File: config.mk
export PLATFORM = sky130hd
export DESIGN_NAME = xor_checked_packet_framer_top
export DESIGN_NICKNAME = d
export VERILOG_FILES = /design/src/rtl/core/xcpf_pkg.sv /design/src/rtl/core/xcpf_front.sv /design/src/rtl/core/xcpf_queue.sv /design/src/rtl/core/xcpf_back.sv /design/src/rtl/core/xor_checked_packet_framer_top.sv
export SDC_FILE = /design/constraint.sdc
export NUM_CORES = 1
export LEC_CHECK = 0
export BUFFER_PORTS_ARGS = -buffer_cell sky130_fd_sc_hd__buf_2
export CAP_MARGIN = 10
export CORE_MARGIN = 3
export CORE_UTILIZATION = 26
export DETAILED_ROUTE_END_ITERATION = 7
export GPL_ROUTABILITY_DRIVEN = 0
export HOLD_SLACK_MARGIN = 0.12
export MAX_ROUTING_LAYER = met4
export SLEW_MARGIN = 20
export SYNTH_ARGS = -nofsm -noshare
export SYNTH_HDL_FRONTEND = slang
export SYNTH_SLANG_ARGS = --single-unit
File: constraint.sdc
create_clock -name clk_i -period 3.7 [get_ports clk_i]
set_input_delay 1.11 -clock clk_i [delete_from_list [all_inputs] [get_ports clk_i]]
set_output_delay 1.11 -clock clk_i [all_outputs]
set_load 0.02 [all_outputs]
File: src/rtl/core/xcpf_pkg.sv
`timescale 1ns / 1ps

package xcpf_pkg;

  // Largest payload that is framed; anything above is rejected.
  localparam logic [15:0] MaxPayload    = 16'd1024;
  localparam logic [7:0]  HeaderByte    = 8'hAA;
  localparam logic [7:0]  TrailerByte   = 8'h55;
  localparam logic [11:0] FrameOverhead = 12'd7;

  localparam int unsigned QueueDepthDefault = 4;

  typedef struct packed {
    logic        op;
    logic [7:0]  frame_cmd;
    logic [10:0] payload_size;
    logic [7:0]  payload_byte;
  } in_item_t;

  typedef struct packed {
    logic [7:0] out_byte;
    logic       frame_end;
    logic       size_error;
  } out_item_t;

  localparam logic OpStart   = 1'b0;
  localparam logic OpPayload = 1'b1;

  typedef enum logic [1:0] {
    KindErr,
    KindHdr,
    KindData
  } kind_e;

  // One queued job for the back end. For data jobs only slot4 and the closing
  // fields are meaningful.
  typedef struct packed {
    kind_e      kind;
    logic [7:0] cmd;
    logic [7:0] len_lo;
    logic [7:0] len_hi;
    logic [7:0] slot4;   // sequence number or payload byte
    logic       close;   // append checksum and trailer
    logic [7:0] chk;
  } job_t;

endpackage

File: src/rtl/core/xcpf_front.sv
`timescale 1ns / 1ps

module xcpf_front (
  input  logic              clk_i,
  input  logic              rst_ni,
  input  logic              in_valid_i,
  output logic              in_ready_o,
  input  xcpf_pkg::in_item_t in_item_i,
  input  logic              push_ready_i,
  output logic              push_o,
  output xcpf_pkg::job_t    push_job_o
);
  import xcpf_pkg::*;

  logic [7:0]  seq_q, seq_d;
  logic [7:0]  xor_q, xor_d;
  logic [10:0] rem_q, rem_d;
  logic        in_frame_q, in_frame_d;

  logic        accept;
  logic        oversize;
  logic [11:0] total;
  logic [7:0]  hdr_chk;
  logic [10:0] rem_dec;
  logic [7:0]  data_chk;

  assign in_ready_o = push_ready_i;
  assign accept     = in_valid_i && push_ready_i;

  assign oversize = 16'(in_item_i.payload_size) > MaxPayload;
  assign total    = {1'b0, in_item_i.payload_size} + FrameOverhead;
  assign hdr_chk  = in_item_i.frame_cmd ^ total[7:0] ^ {4'b0, total[11:8]} ^ seq_q;
  assign rem_dec  = rem_q - 11'd1;
  assign data_chk = xor_q ^ in_item_i.payload_byte;

  always_comb begin
    seq_d      = seq_q;
    xor_d      = xor_q;
    rem_d      = rem_q;
    in_frame_d = in_frame_q;
    push_o     = 1'b0;
    push_job_o = '{kind: KindErr, cmd: in_item_i.frame_cmd, len_lo: total[7:0],
                   len_hi: {4'b0, total[11:8]}, slot4: seq_q, close: 1'b0, chk: hdr_chk};
    if (accept) begin
      unique case (in_item_i.op)
        OpStart: begin
          // a start while a frame is open is ignored
          if (!in_frame_q) begin
            push_o = 1'b1;
            if (oversize) begin
              push_job_o.kind = KindErr;
            end else begin
              push_job_o.kind  = KindHdr;
              push_job_o.close = (in_item_i.payload_size == 11'd0);
              seq_d = seq_q + 8'd1;
              if (in_item_i.payload_size == 11'd0) begin
                xor_d = 8'd0;
              end else begin
                xor_d      = hdr_chk;
                rem_d      = in_item_i.payload_size;
                in_frame_d = 1'b1;
              end
            end
          end
        end
        OpPayload: begin
          if (in_frame_q) begin
            push_o           = 1'b1;
            push_job_o.kind  = KindData;
            push_job_o.slot4 = in_item_i.payload_byte;
            push_job_o.chk   = data_chk;
            push_job_o.close = (rem_dec == 11'd0);
            if (rem_dec == 11'd0) begin
              xor_d      = 8'd0;
              rem_d      = 11'd0;
              in_frame_d = 1'b0;
            end else begin
              xor_d = data_chk;
              rem_d = rem_dec;
            end
          end
        end
        default: ;
      endcase
    end
  end

  always_ff @(posedge clk_i or negedge rst_ni) begin
    if (!rst_ni) begin
      seq_q      <= 8'd0;
      xor_q      <= 8'd0;
      rem_q      <= 11'd0;
      in_frame_q <= 1'b0;
    end else begin
      seq_q      <= seq_d;
      xor_q      <= xor_d;
      rem_q      <= rem_d;
      in_frame_q <= in_frame_d;
    end
  end

endmodule

File: src/rtl/core/xcpf_queue.sv
`timescale 1ns / 1ps

module xcpf_queue #(
  parameter int unsigned Depth = xcpf_pkg::QueueDepthDefault
) (
  input  logic           clk_i,
  input  logic           rst_ni,
  input  logic           push_i,
  output logic           push_ready_o,
  input  xcpf_pkg::job_t push_job_i,
  output logic           head_valid_o,
  input  logic           pop_i,
  output xcpf_pkg::job_t head_job_o
);
  import xcpf_pkg::*;

  localparam int unsigned AddrW = (Depth > 1) ? $clog2(Depth) : 1;
  localparam int unsigned CntW  = $clog2(Depth + 1);
  localparam logic [AddrW-1:0] LastAddr = AddrW'(Depth - 1);
  localparam logic [CntW-1:0]  Full     = CntW'(Depth);

  job_t             mem_q [Depth];
  logic [AddrW-1:0] wptr_q, rptr_q;
  logic [CntW-1:0]  cnt_q;
  logic             do_push, do_pop;

  assign push_ready_o = (cnt_q != Full);
  assign head_valid_o = (cnt_q != '0);
  assign head_job_o   = mem_q[rptr_q];
  assign do_push      = push_i && push_ready_o;
  assign do_pop       = pop_i && head_valid_o;

  always_ff @(posedge clk_i) begin
    if (do_push) begin
      mem_q[wptr_q] <= push_job_i;
    end
  end

  always_ff @(posedge clk_i or negedge rst_ni) begin
    if (!rst_ni) begin
      wptr_q <= '0;
      rptr_q <= '0;
      cnt_q  <= '0;
    end else begin
      if (do_push) begin
        wptr_q <= (wptr_q == LastAddr) ? '0 : wptr_q + AddrW'(1);
      end
      if (do_pop) begin
        rptr_q <= (rptr_q == LastAddr) ? '0 : rptr_q + AddrW'(1);
      end
      if (do_push && !do_pop) begin
        cnt_q <= cnt_q + CntW'(1);
      end else if (do_pop && !do_push) begin
        cnt_q <= cnt_q - CntW'(1);
      end
    end
  end

endmodule

File: src/rtl/core/xcpf_back.sv
`timescale 1ns / 1ps

module xcpf_back (
  input  logic               clk_i,
  input  logic               rst_ni,
  input  logic               head_valid_i,
  input  xcpf_pkg::job_t     head_job_i,
  output logic               pop_o,
  output logic               out_valid_o,
  input  logic               out_ready_i,
  output xcpf_pkg::out_item_t out_item_o
);
  import xcpf_pkg::*;

  logic [2:0] step_q;
  logic [2:0] slot;
  logic       advance;
  logic       last;
  out_item_t  cur;
  logic       out_valid_q;
  out_item_t  out_item_q;

  // data jobs enter the byte sequence at slot 4, where header jobs put the sequence number
  assign slot    = (head_job_i.kind == KindData) ? step_q + 3'd4 : step_q;
  assign advance = head_valid_i && (!out_valid_q || out_ready_i);

  always_comb begin
    cur  = '{out_byte: 8'd0, frame_end: 1'b0, size_error: 1'b0};
    last = 1'b0;
    if (head_job_i.kind == KindErr) begin
      cur  = '{out_byte: 8'd0, frame_end: 1'b1, size_error: 1'b1};
      last = 1'b1;
    end else begin
      unique case (slot)
        3'd0: cur.out_byte = HeaderByte;
        3'd1: cur.out_byte = head_job_i.cmd;
        3'd2: cur.out_byte = head_job_i.len_lo;
        3'd3: cur.out_byte = head_job_i.len_hi;
        3'd4: cur.out_byte = head_job_i.slot4;
        3'd5: cur.out_byte = head_job_i.chk;
        3'd6: begin
          cur.out_byte  = TrailerByte;
          cur.frame_end = 1'b1;
        end
        default: cur.out_byte = 8'd0;
      endcase
      last = ((slot == 3'd4) && !head_job_i.close) || (slot == 3'd6);
    end
  end

  assign pop_o       = advance && last;
  assign out_valid_o = out_valid_q;
  assign out_item_o  = out_item_q;

  always_ff @(posedge clk_i) begin
    if (advance) begin
      out_item_q <= cur;
    end
  end

  always_ff @(posedge clk_i or negedge rst_ni) begin
    if (!rst_ni) begin
      step_q      <= 3'd0;
      out_valid_q <= 1'b0;
    end else begin
      if (advance) begin
        out_valid_q <= 1'b1;
        step_q      <= last ? 3'd0 : step_q + 3'd1;
      end else if (out_ready_i) begin
        out_valid_q <= 1'b0;
      end
    end
  end

endmodule

File: src/rtl/core/xor_checked_packet_framer_top.sv
`timescale 1ns / 1ps
// With queue and output empty, an item's first result byte is registered in the job queue
// and then in the output register before it is valid. Throughput: one result byte per
// cycle while out_ready_i is set, and payload items stream at one per cycle likewise. A
// start item occupies the output for 5 bytes (7 for an empty payload, 1 if oversized); a
// job queue of QueueDepth entries between classifier and byte sequencer absorbs these bursts.
// Reset clears the sequence number, checksum, frame state, job queue and output valid.
module xor_checked_packet_framer_top #(
  parameter int unsigned QueueDepth = xcpf_pkg::QueueDepthDefault
) (
  input  logic                clk_i,
  input  logic                rst_ni,
  input  logic                in_valid_i,
  output logic                in_ready_o,
  input  xcpf_pkg::in_item_t  in_item_i,
  output logic                out_valid_o,
  input  logic                out_ready_i,
  output xcpf_pkg::out_item_t out_item_o
);
  import xcpf_pkg::*;

  logic push, push_ready, head_valid, pop;
  job_t push_job, head_job;

  xcpf_front u_front (
    .clk_i        (clk_i),
    .rst_ni       (rst_ni),
    .in_valid_i   (in_valid_i),
    .in_ready_o   (in_ready_o),
    .in_item_i    (in_item_i),
    .push_ready_i (push_ready),
    .push_o       (push),
    .push_job_o   (push_job)
  );

  xcpf_queue #(
    .Depth (QueueDepth)
  ) u_queue (
    .clk_i        (clk_i),
    .rst_ni       (rst_ni),
    .push_i       (push),
    .push_ready_o (push_ready),
    .push_job_i   (push_job),
    .head_valid_o (head_valid),
    .pop_i        (pop),
    .head_job_o   (head_job)
  );

  xcpf_back u_back (
    .clk_i        (clk_i),
    .rst_ni       (rst_ni),
    .head_valid_i (head_valid),
    .head_job_i   (head_job),
    .pop_o        (pop),
    .out_valid_o  (out_valid_o),
    .out_ready_i  (out_ready_i),
    .out_item_o   (out_item_o)
  );

endmodule

==> results of run 1 <==
registers in the layout (all words and copies together) (netlist names):
signal              cells
u_front.in_frame_q      1
u_front.xor_q           8
u_front.rem_q          11
u_queue.cnt_q           3
u_queue.rptr_q          2
u_queue.wptr_q          2
u_back.out_valid_o      1
u_back.step_q           3
u_front.seq_q           8
u_back.out_item_o      10
u_queue.mem_q         156
cells in the mapped netlist, types with 17 or more instances:
| cell | instances | share of area, % |
|---|---|---|
| sky130_fd_sc_hd__dfrtp_1 | 39 | 10 |
| sky130_fd_sc_hd__a21oi_1 | 24 | 1.3 |
| sky130_fd_sc_hd__inv_1 | 23 | 0.91 |
| sky130_fd_sc_hd__ha_1 | 17 | 2.3 |
| sky130_fd_sc_hd__nand2_1 | 25 | 0.99 |
| sky130_fd_sc_hd__o21ai_0 | 21 | 1.1 |
| sky130_fd_sc_hd__edfxtp_1 | 166 | 53 |
| sky130_fd_sc_hd__nor2_1 | 29 | 1.2 |
| sky130_fd_sc_hd__clkbuf_1 | 18 | 0.72 |
| sky130_fd_sc_hd__xnor2_1 | 36 | 3.3 |
| sky130_fd_sc_hd__mux4_2 | 39 | 9.3 |
cell type report:
class                   instances  share of cell area [%]
well taps                     461                    5.22
clock inverters                 6                   0.759
clock buffers                  31                    5.75
flip-flops and latches        205                    54.0
multi-input cells             371                    29.6
repair buffers                 67                    3.92
diodes                          1                  0.0227
inverters                      23                   0.782
logic make-up (layout without fill, tap and decap cells):
family	after synthesis	after routing	synth area share, %
DFF	205	205	63.1
and+or+nand+nor	145	145	8.19
other	0	1	0
AOI/OAI and AO/OA	102	102	7.71
xor gates and xnor gates	49	49	4.63
muxes	57	57	11.4
buffers and inverters	54	127	2.43
adders and majority gates	18	18	2.47
metrics by stage:
step	hold WS, ns	utilization [%]	instance area (µm²)	setup WS [ns]	std cells
after floorplan	0.455	-	9440	0.688	630
after global placement	0.478	28.9	10300	0.194	1127
after detailed placement	0.486	28.9	10300	0.118	1127
after CTS	0.498	31.0	11000	0.639	1164
after global routing	0.524	31.0	11000	0.500	1165
final	0.502	31.0	11000	0.645	1165
per-layer routing:
layer	wire, µm	vias to the layer above	track usage, %
met5	0	-	-
met4	395	0	2.77
met3	1140	31	1.74
met2	9970	129	18.0
met1	10000	2787	16.3
li1	-	2572	-
worst paths after layout:
kind | end | slack, ns | depth (start not counted)
worst max-delay path | u_front.xor_q[6]$_DFFE_PN0P_ | 0.65 | 9
worst min-delay path | u_back.out_valid_o$_DFFE_PN0P_ | 0.50 | 2
worst max register to register | u_front.xor_q[6]$_DFFE_PN0P_ | 0.65 | 9
worst min register to register | u_back.out_valid_o$_DFFE_PN0P_ | 0.50 | 2
max in group asynchronous | u_queue.rptr_q[0]$_DFFE_PN0P_ | 2.30 | 1
min in group asynchronous | u_queue.wptr_q[0]$_DFFE_PN0P_ | 0.76 | 1
power groups by stage:
stage / Sequential, mW / Combinational, mW / Clock [mW]
global route: 3.34 / 2.91 / 2.34
CTS: 3.29 / 2.67 / 2.25
finish: 3.28 / 2.63 / 2.20
floorplan: 3.30 / 1.89 / 0
global placement: 3.32 / 2.63 / 0
detailed placement: 3.33 / 2.66 / 0
tightest hold or removal path: stages (launching register included):
cell	delay, ns
sky130_fd_sc_hd__dfrtp_1	0.36
sky130_fd_sc_hd__nand2_1	0.06
sky130_fd_sc_hd__nand2_1	0.05
==> metrics, run 1 <==
maximum root-to-sink buffer count 3; switching power of the nets 2.60 mW; number of ports placed on the die boundary 44; slew margin rel. 36.0%; fraction of power consumed by the clock network 27.1%; launch point of the worst hold path u_back.out_valid_o$_DFFE_PN0P_; CTS tree done; setup tns final 0 ns; count of cell types in the netlist 61; commonest cells after routing, fill and taps aside sky130_fd_sc_hd__edfxtp_1, sky130_fd_sc_hd__buf_2, sky130_fd_sc_hd__mux4_2, sky130_fd_sc_hd__dfrtp_1, sky130_fd_sc_hd__xnor2_1; Crit. Startpoint u_front.rem_q[0]$_DFFE_PN0P_; mean cell area of the mapped netlist 15.0 µm²; sequential cell area fraction in the yosys report 63.1%; Std-Cell Core Area 35,700 µm²; average via count per standard cell 4.74; critical path's slowest cell sky130_fd_sc_hd__or3b_2; synthesis-to-layout area growth 17.0%; asr flop ratio synth 19.0%; sum of overflow across all layers after global routing 0; number of remaining DRC errors 0; GR Util All Layers 11.6%; result of the run finished clean; highest achievable clock rate 327 MHz; Max-Cap Viols 0; Post-Synthesis Cells 630; fraction of layout instances using a drive strength above 1 24.3%; switching power as a share of total power 32.1%; critical-path maximum fanout 7; Synth Flop Type sky130_fd_sc_hd__edfxtp_1; WL/cell 18.5 µm; count of buffer and inverter cells on the critical path 2; worst-case clock skew 0.0118 ns; source of the worst register-to-register timing path u_front.rem_q[0]$_DFFE_PN0P_; vias post-DR 5,519; critical-path cell list inv_1 > ha_1 > or3b_2 > o32a_1 > o32a_2 > o31ai_4 > buf_4 > o21ai_0 > a221o_1; final net count 740; final setup violation count 0; synthesis warning total 0; count of TritonRoute iterations in the first routing pass 6; Inserted Clock Buffers 22; drt initial violations 433; number of hold buffers added after CTS 0; type of the worst setup path reg2reg; static leakage power 3.84 nW; fill cell count 3,526; Final Max Tran Viols 0; placed wire-length estimate 14,500 µm; vias in the first global route 5,615; max incr delay on CP 0.50 ns; total detailed-routing wirelength 21,500 µm; Cell Area, Synth 9440 µm²; height of the die 197 µm; overall die area 38,600 µm²; time the final worst path needs with I/O delays and setup 3.05 ns; ratio of total power to cell area 734 nW/µm²; Post-CTS Setup Bufs 0; endpoint required time on the critical path 4.08 ns; internal portion of total power 5.51 mW; CP startpoint kind register; critical path's top delay family compound AO/OA/AOI/OAI gates; number of synthesized flops with an enable pin 166; initial core utilization 26.5%; clock input transition at the sequential cells of the worst setup and hold paths 0.06 ns; RSZ-0062 raised after global routing no; # port buffers 43; die extent in x 197 µm; actual transition at the worst max-transition pin 0.960 ns; data arrival time at the worst-slack endpoint 3.43 ns; Seq cells post-synth 205; most common cell after layout, fill and taps aside sky130_fd_sc_hd__edfxtp_1; pin count of the biggest net entering global routing 40; first-pass GRT wire length 34,000 µm; nets in the synthesized netlist 680; Resize count post-CTS 0; number of placement rows 69; Tightest Hold Check Type reg2reg; clock sinks 205; Seq. cell area 5960 µm²; Critical Path Sink Type register; area used by multi-input combinational logic 3270 µm²; total power 8.11 mW; root buffer cell sky130_fd_sc_hd__clkbuf_16; insertion delay to the later sink of the worst-skew pair 0.50 ns; fraction of power consumed by combinational cells 32.4%; antenna viol nets, final 0; maximum level of the CTS H-tree 1; share of the clock period used by the worst path 82.6%; part of the total power dissipated in sequential elements 40.5%; endpoints failing hold 0; worst IR drop on VDD 0.373 mV; antenna violations before repair 1
Note: power is estimated with default switching activity, not from simulation.
==> run 2: changes to the inputs <==
Clock period 3.7 ns to 2.5 ns, I/O delays scaled along.
==> metrics, run 2 (synthesis results as in run 1) <==
placed instance area 10,900 µm²; Std-Cell Core Area 35,700 µm²; actual transition at the worst max-transition pin 0.751 ns; total power 12.8 mW; final non-filler cell total 1,244; final critical-path setup slack -0.0709 ns; fraction of power consumed by the clock network 26.1%; Inserted Clock Buffers 24; maximum root-to-sink buffer count 3; height of the die 197 µm; synthesis-to-layout area growth 25.5%; average via count per standard cell 4.68; slew margin rel. 49.5%; Max-Cap Viols 0; RSZ-0062 raised after global routing yes; clock input transition at the sequential cells of the worst setup and hold paths 0.06 ns; switching power of the nets 4.09 mW; Final Max Tran Viols 0; antenna violations before repair 0; share of the clock period used by the worst path 103%; setup tns final -0.144 ns; Top Metal Used met4; first-pass GRT wire length 35,200 µm; # placed instances 1,189; static leakage power 4.26 nW; Reg with most FFs u_queue.mem_q; endpoint required time on the critical path 2.93 ns; overall die area 38,600 µm²; drt initial violations 347; total detailed-routing wirelength 22,400 µm; Crit. Startpoint u_queue.rptr_q[0]$_DFFE_PN0P_; WL/cell 18.0 µm; insertion delay to the later sink of the worst-skew pair 0.52 ns; source of the worst register-to-register timing path u_queue.rptr_q[0]$_DFFE_PN0P_; endpoints failing hold 0; worst hold slack 0.259 ns; GR Util All Layers 11.9%; result of the run finished, violations left; fin area 11,800 µm²; number of remaining DRC errors 0; sum of overflow across all layers after global routing 0; most common cell after layout, fill and taps aside sky130_fd_sc_hd__edfxtp_1; vias post-DR 5,819; internal portion of total power 8.68 mW; part of the total power dissipated in sequential elements 37.8%; met1 wire length 10,400 µm; data arrival time at the worst-slack endpoint 3.00 ns; ratio of total power to cell area 1080 nW/µm²; CP startpoint kind register; type of the worst setup path reg2reg; vias in the first global route 6,001; number of placement rows 69; critical path's slowest cell sky130_fd_sc_hd__mux4_2; pin count of the biggest net entering global routing 40; die extent in x 197 µm; switching power as a share of total power 32.0%; total length of routed met3 wires 907 µm; clock sinks 205; logic depth of the worst register-to-register path 11; Critical Path Sink Type register; CTS tree done; final setup violation count 4; Tightest Hold Check Type in2async; fill cell count 3,462; root buffer cell sky130_fd_sc_hd__clkbuf_16; time the final worst path needs with I/O delays and setup 2.57 ns; critical-path cell list mux4_2 > xnor2_1 > a21o_1 > and2_4 > inv_2 > ha_4 > inv_2 > fa_2 > xor2_1 > nor2_1 > xor2_1; commonest cells after routing, fill and taps aside sky130_fd_sc_hd__edfxtp_1, sky130_fd_sc_hd__buf_4, sky130_fd_sc_hd__buf_2, sky130_fd_sc_hd__mux4_2; worst IR drop on VDD 0.458 mV; max incr delay on CP 0.59 ns; worst-case clock skew 0.0144 ns; violations in the final reports setup timing; antenna viol nets, final 0; count of TritonRoute iterations in the first routing pass 5; Largest register FFs 156; fraction of layout instances using a drive strength above 1 35.4%; Met2 Wirelength 10,700 µm; fraction of power consumed by combinational cells 36.1%; final net count 814; highest achievable clock rate 389 MHz; maximum level of the CTS H-tree 1; initial core utilization 26.5%; # port buffers 43; critical-path maximum fanout 6; number of ports placed on the die boundary 44; placed wire-length estimate 15,300 µm
run 2: cell count changes in the layout (fill, tap and decap cells not counted), sizes merged:
cell	previous run	this run
inv	23	24
clkinvlp	0	1
clkbuf	31	26
buf	67	139
clkinv	4	14
run 2: worst paths after layout:
check / to / slack (ns)
worst max-delay path: u_queue.cnt_q[2]$_DFFE_PN0P_ / -0.07
worst max register to register: u_queue.cnt_q[2]$_DFFE_PN0P_ / -0.07
max in group asynchronous: u_front.rem_q[4]$_DFFE_PN0P_ / 1.64
worst min-delay path: u_queue.wptr_q[0]$_DFFE_PN0P_ / 0.26
worst min register to register: u_back.out_valid_o$_DFFE_PN0P_ / 0.49
min in group clk_i: u_back.out_valid_o$_DFFE_PN0P_ / 0.49
run 2: critical path: cells and delay by family (launching register included):
family | cells | cell delay [ns]
compound gates | 1 | 0.18
buf+inv | 2 | 0.09
fa+ha+maj | 2 | 0.44
flops | 1 | 0.45
simple gates | 2 | 0.29
mux | 1 | 0.59
xor+xnor | 3 | 0.44
run 2: metal layers:
layer,vias to the layer above,global-route usage (%)
met5,-,-
met2,116,19.4
li1,2719,-
met3,30,1.64
met4,0,2.35
met1,2954,16.2
run 2: area by class of cell:
| cell class | instances | area [µm²] | share of cell area, % |
|---|---|---|---|
| sequential | 205 | 5960 | 50.3 |
| multi-input combinational | 371 | 3420 | 28.9 |
| timing repair buffer | 139 | 1040 | 8.75 |
| clock buffer | 26 | 608 | 5.13 |
| tap | 461 | 577 | 4.87 |
| clock inverter | 18 | 154 | 1.30 |
| inverter | 23 | 86.3 | 0.729 |
| antenna | 1 | 2.50 | 0.0211 |
run 2: power groups by stage:
stage / Clock (mW) / Combinational [mW] / Sequential (mW)
after floorplan: 0 / 2.87 / 4.87
after CTS: 3.42 / 4.53 / 4.83
final: 3.33 / 4.61 / 4.83
after detailed placement: 0 / 4.40 / 4.91
after global routing: 3.57 / 5.04 / 4.91
after global placement: 0 / 4.34 / 4.89
run 2: repair_timing:
| action | CTS | global route |
|---|---|---|
| hold buffers | 0 | 0 |
| gates cloned | 0 | 1 |
| gates resized for setup | 7 | 28 |
| pin swaps | 8 | 13 |
| setup buffers | 4 | 7 |
| endpoints found under the setup margin | 11 | 22 |
run 2: stage by stage:
stage          utilization, %  setup slack (ns)
2_1_floorplan               -           -0.0582
6_report                 33.2           -0.0709
3_3_place_gp             30.6            -0.540
5_1_grt                  33.2            -0.196
4_1_cts                  32.8            -0.107
3_5_place_dp             30.6            -0.277
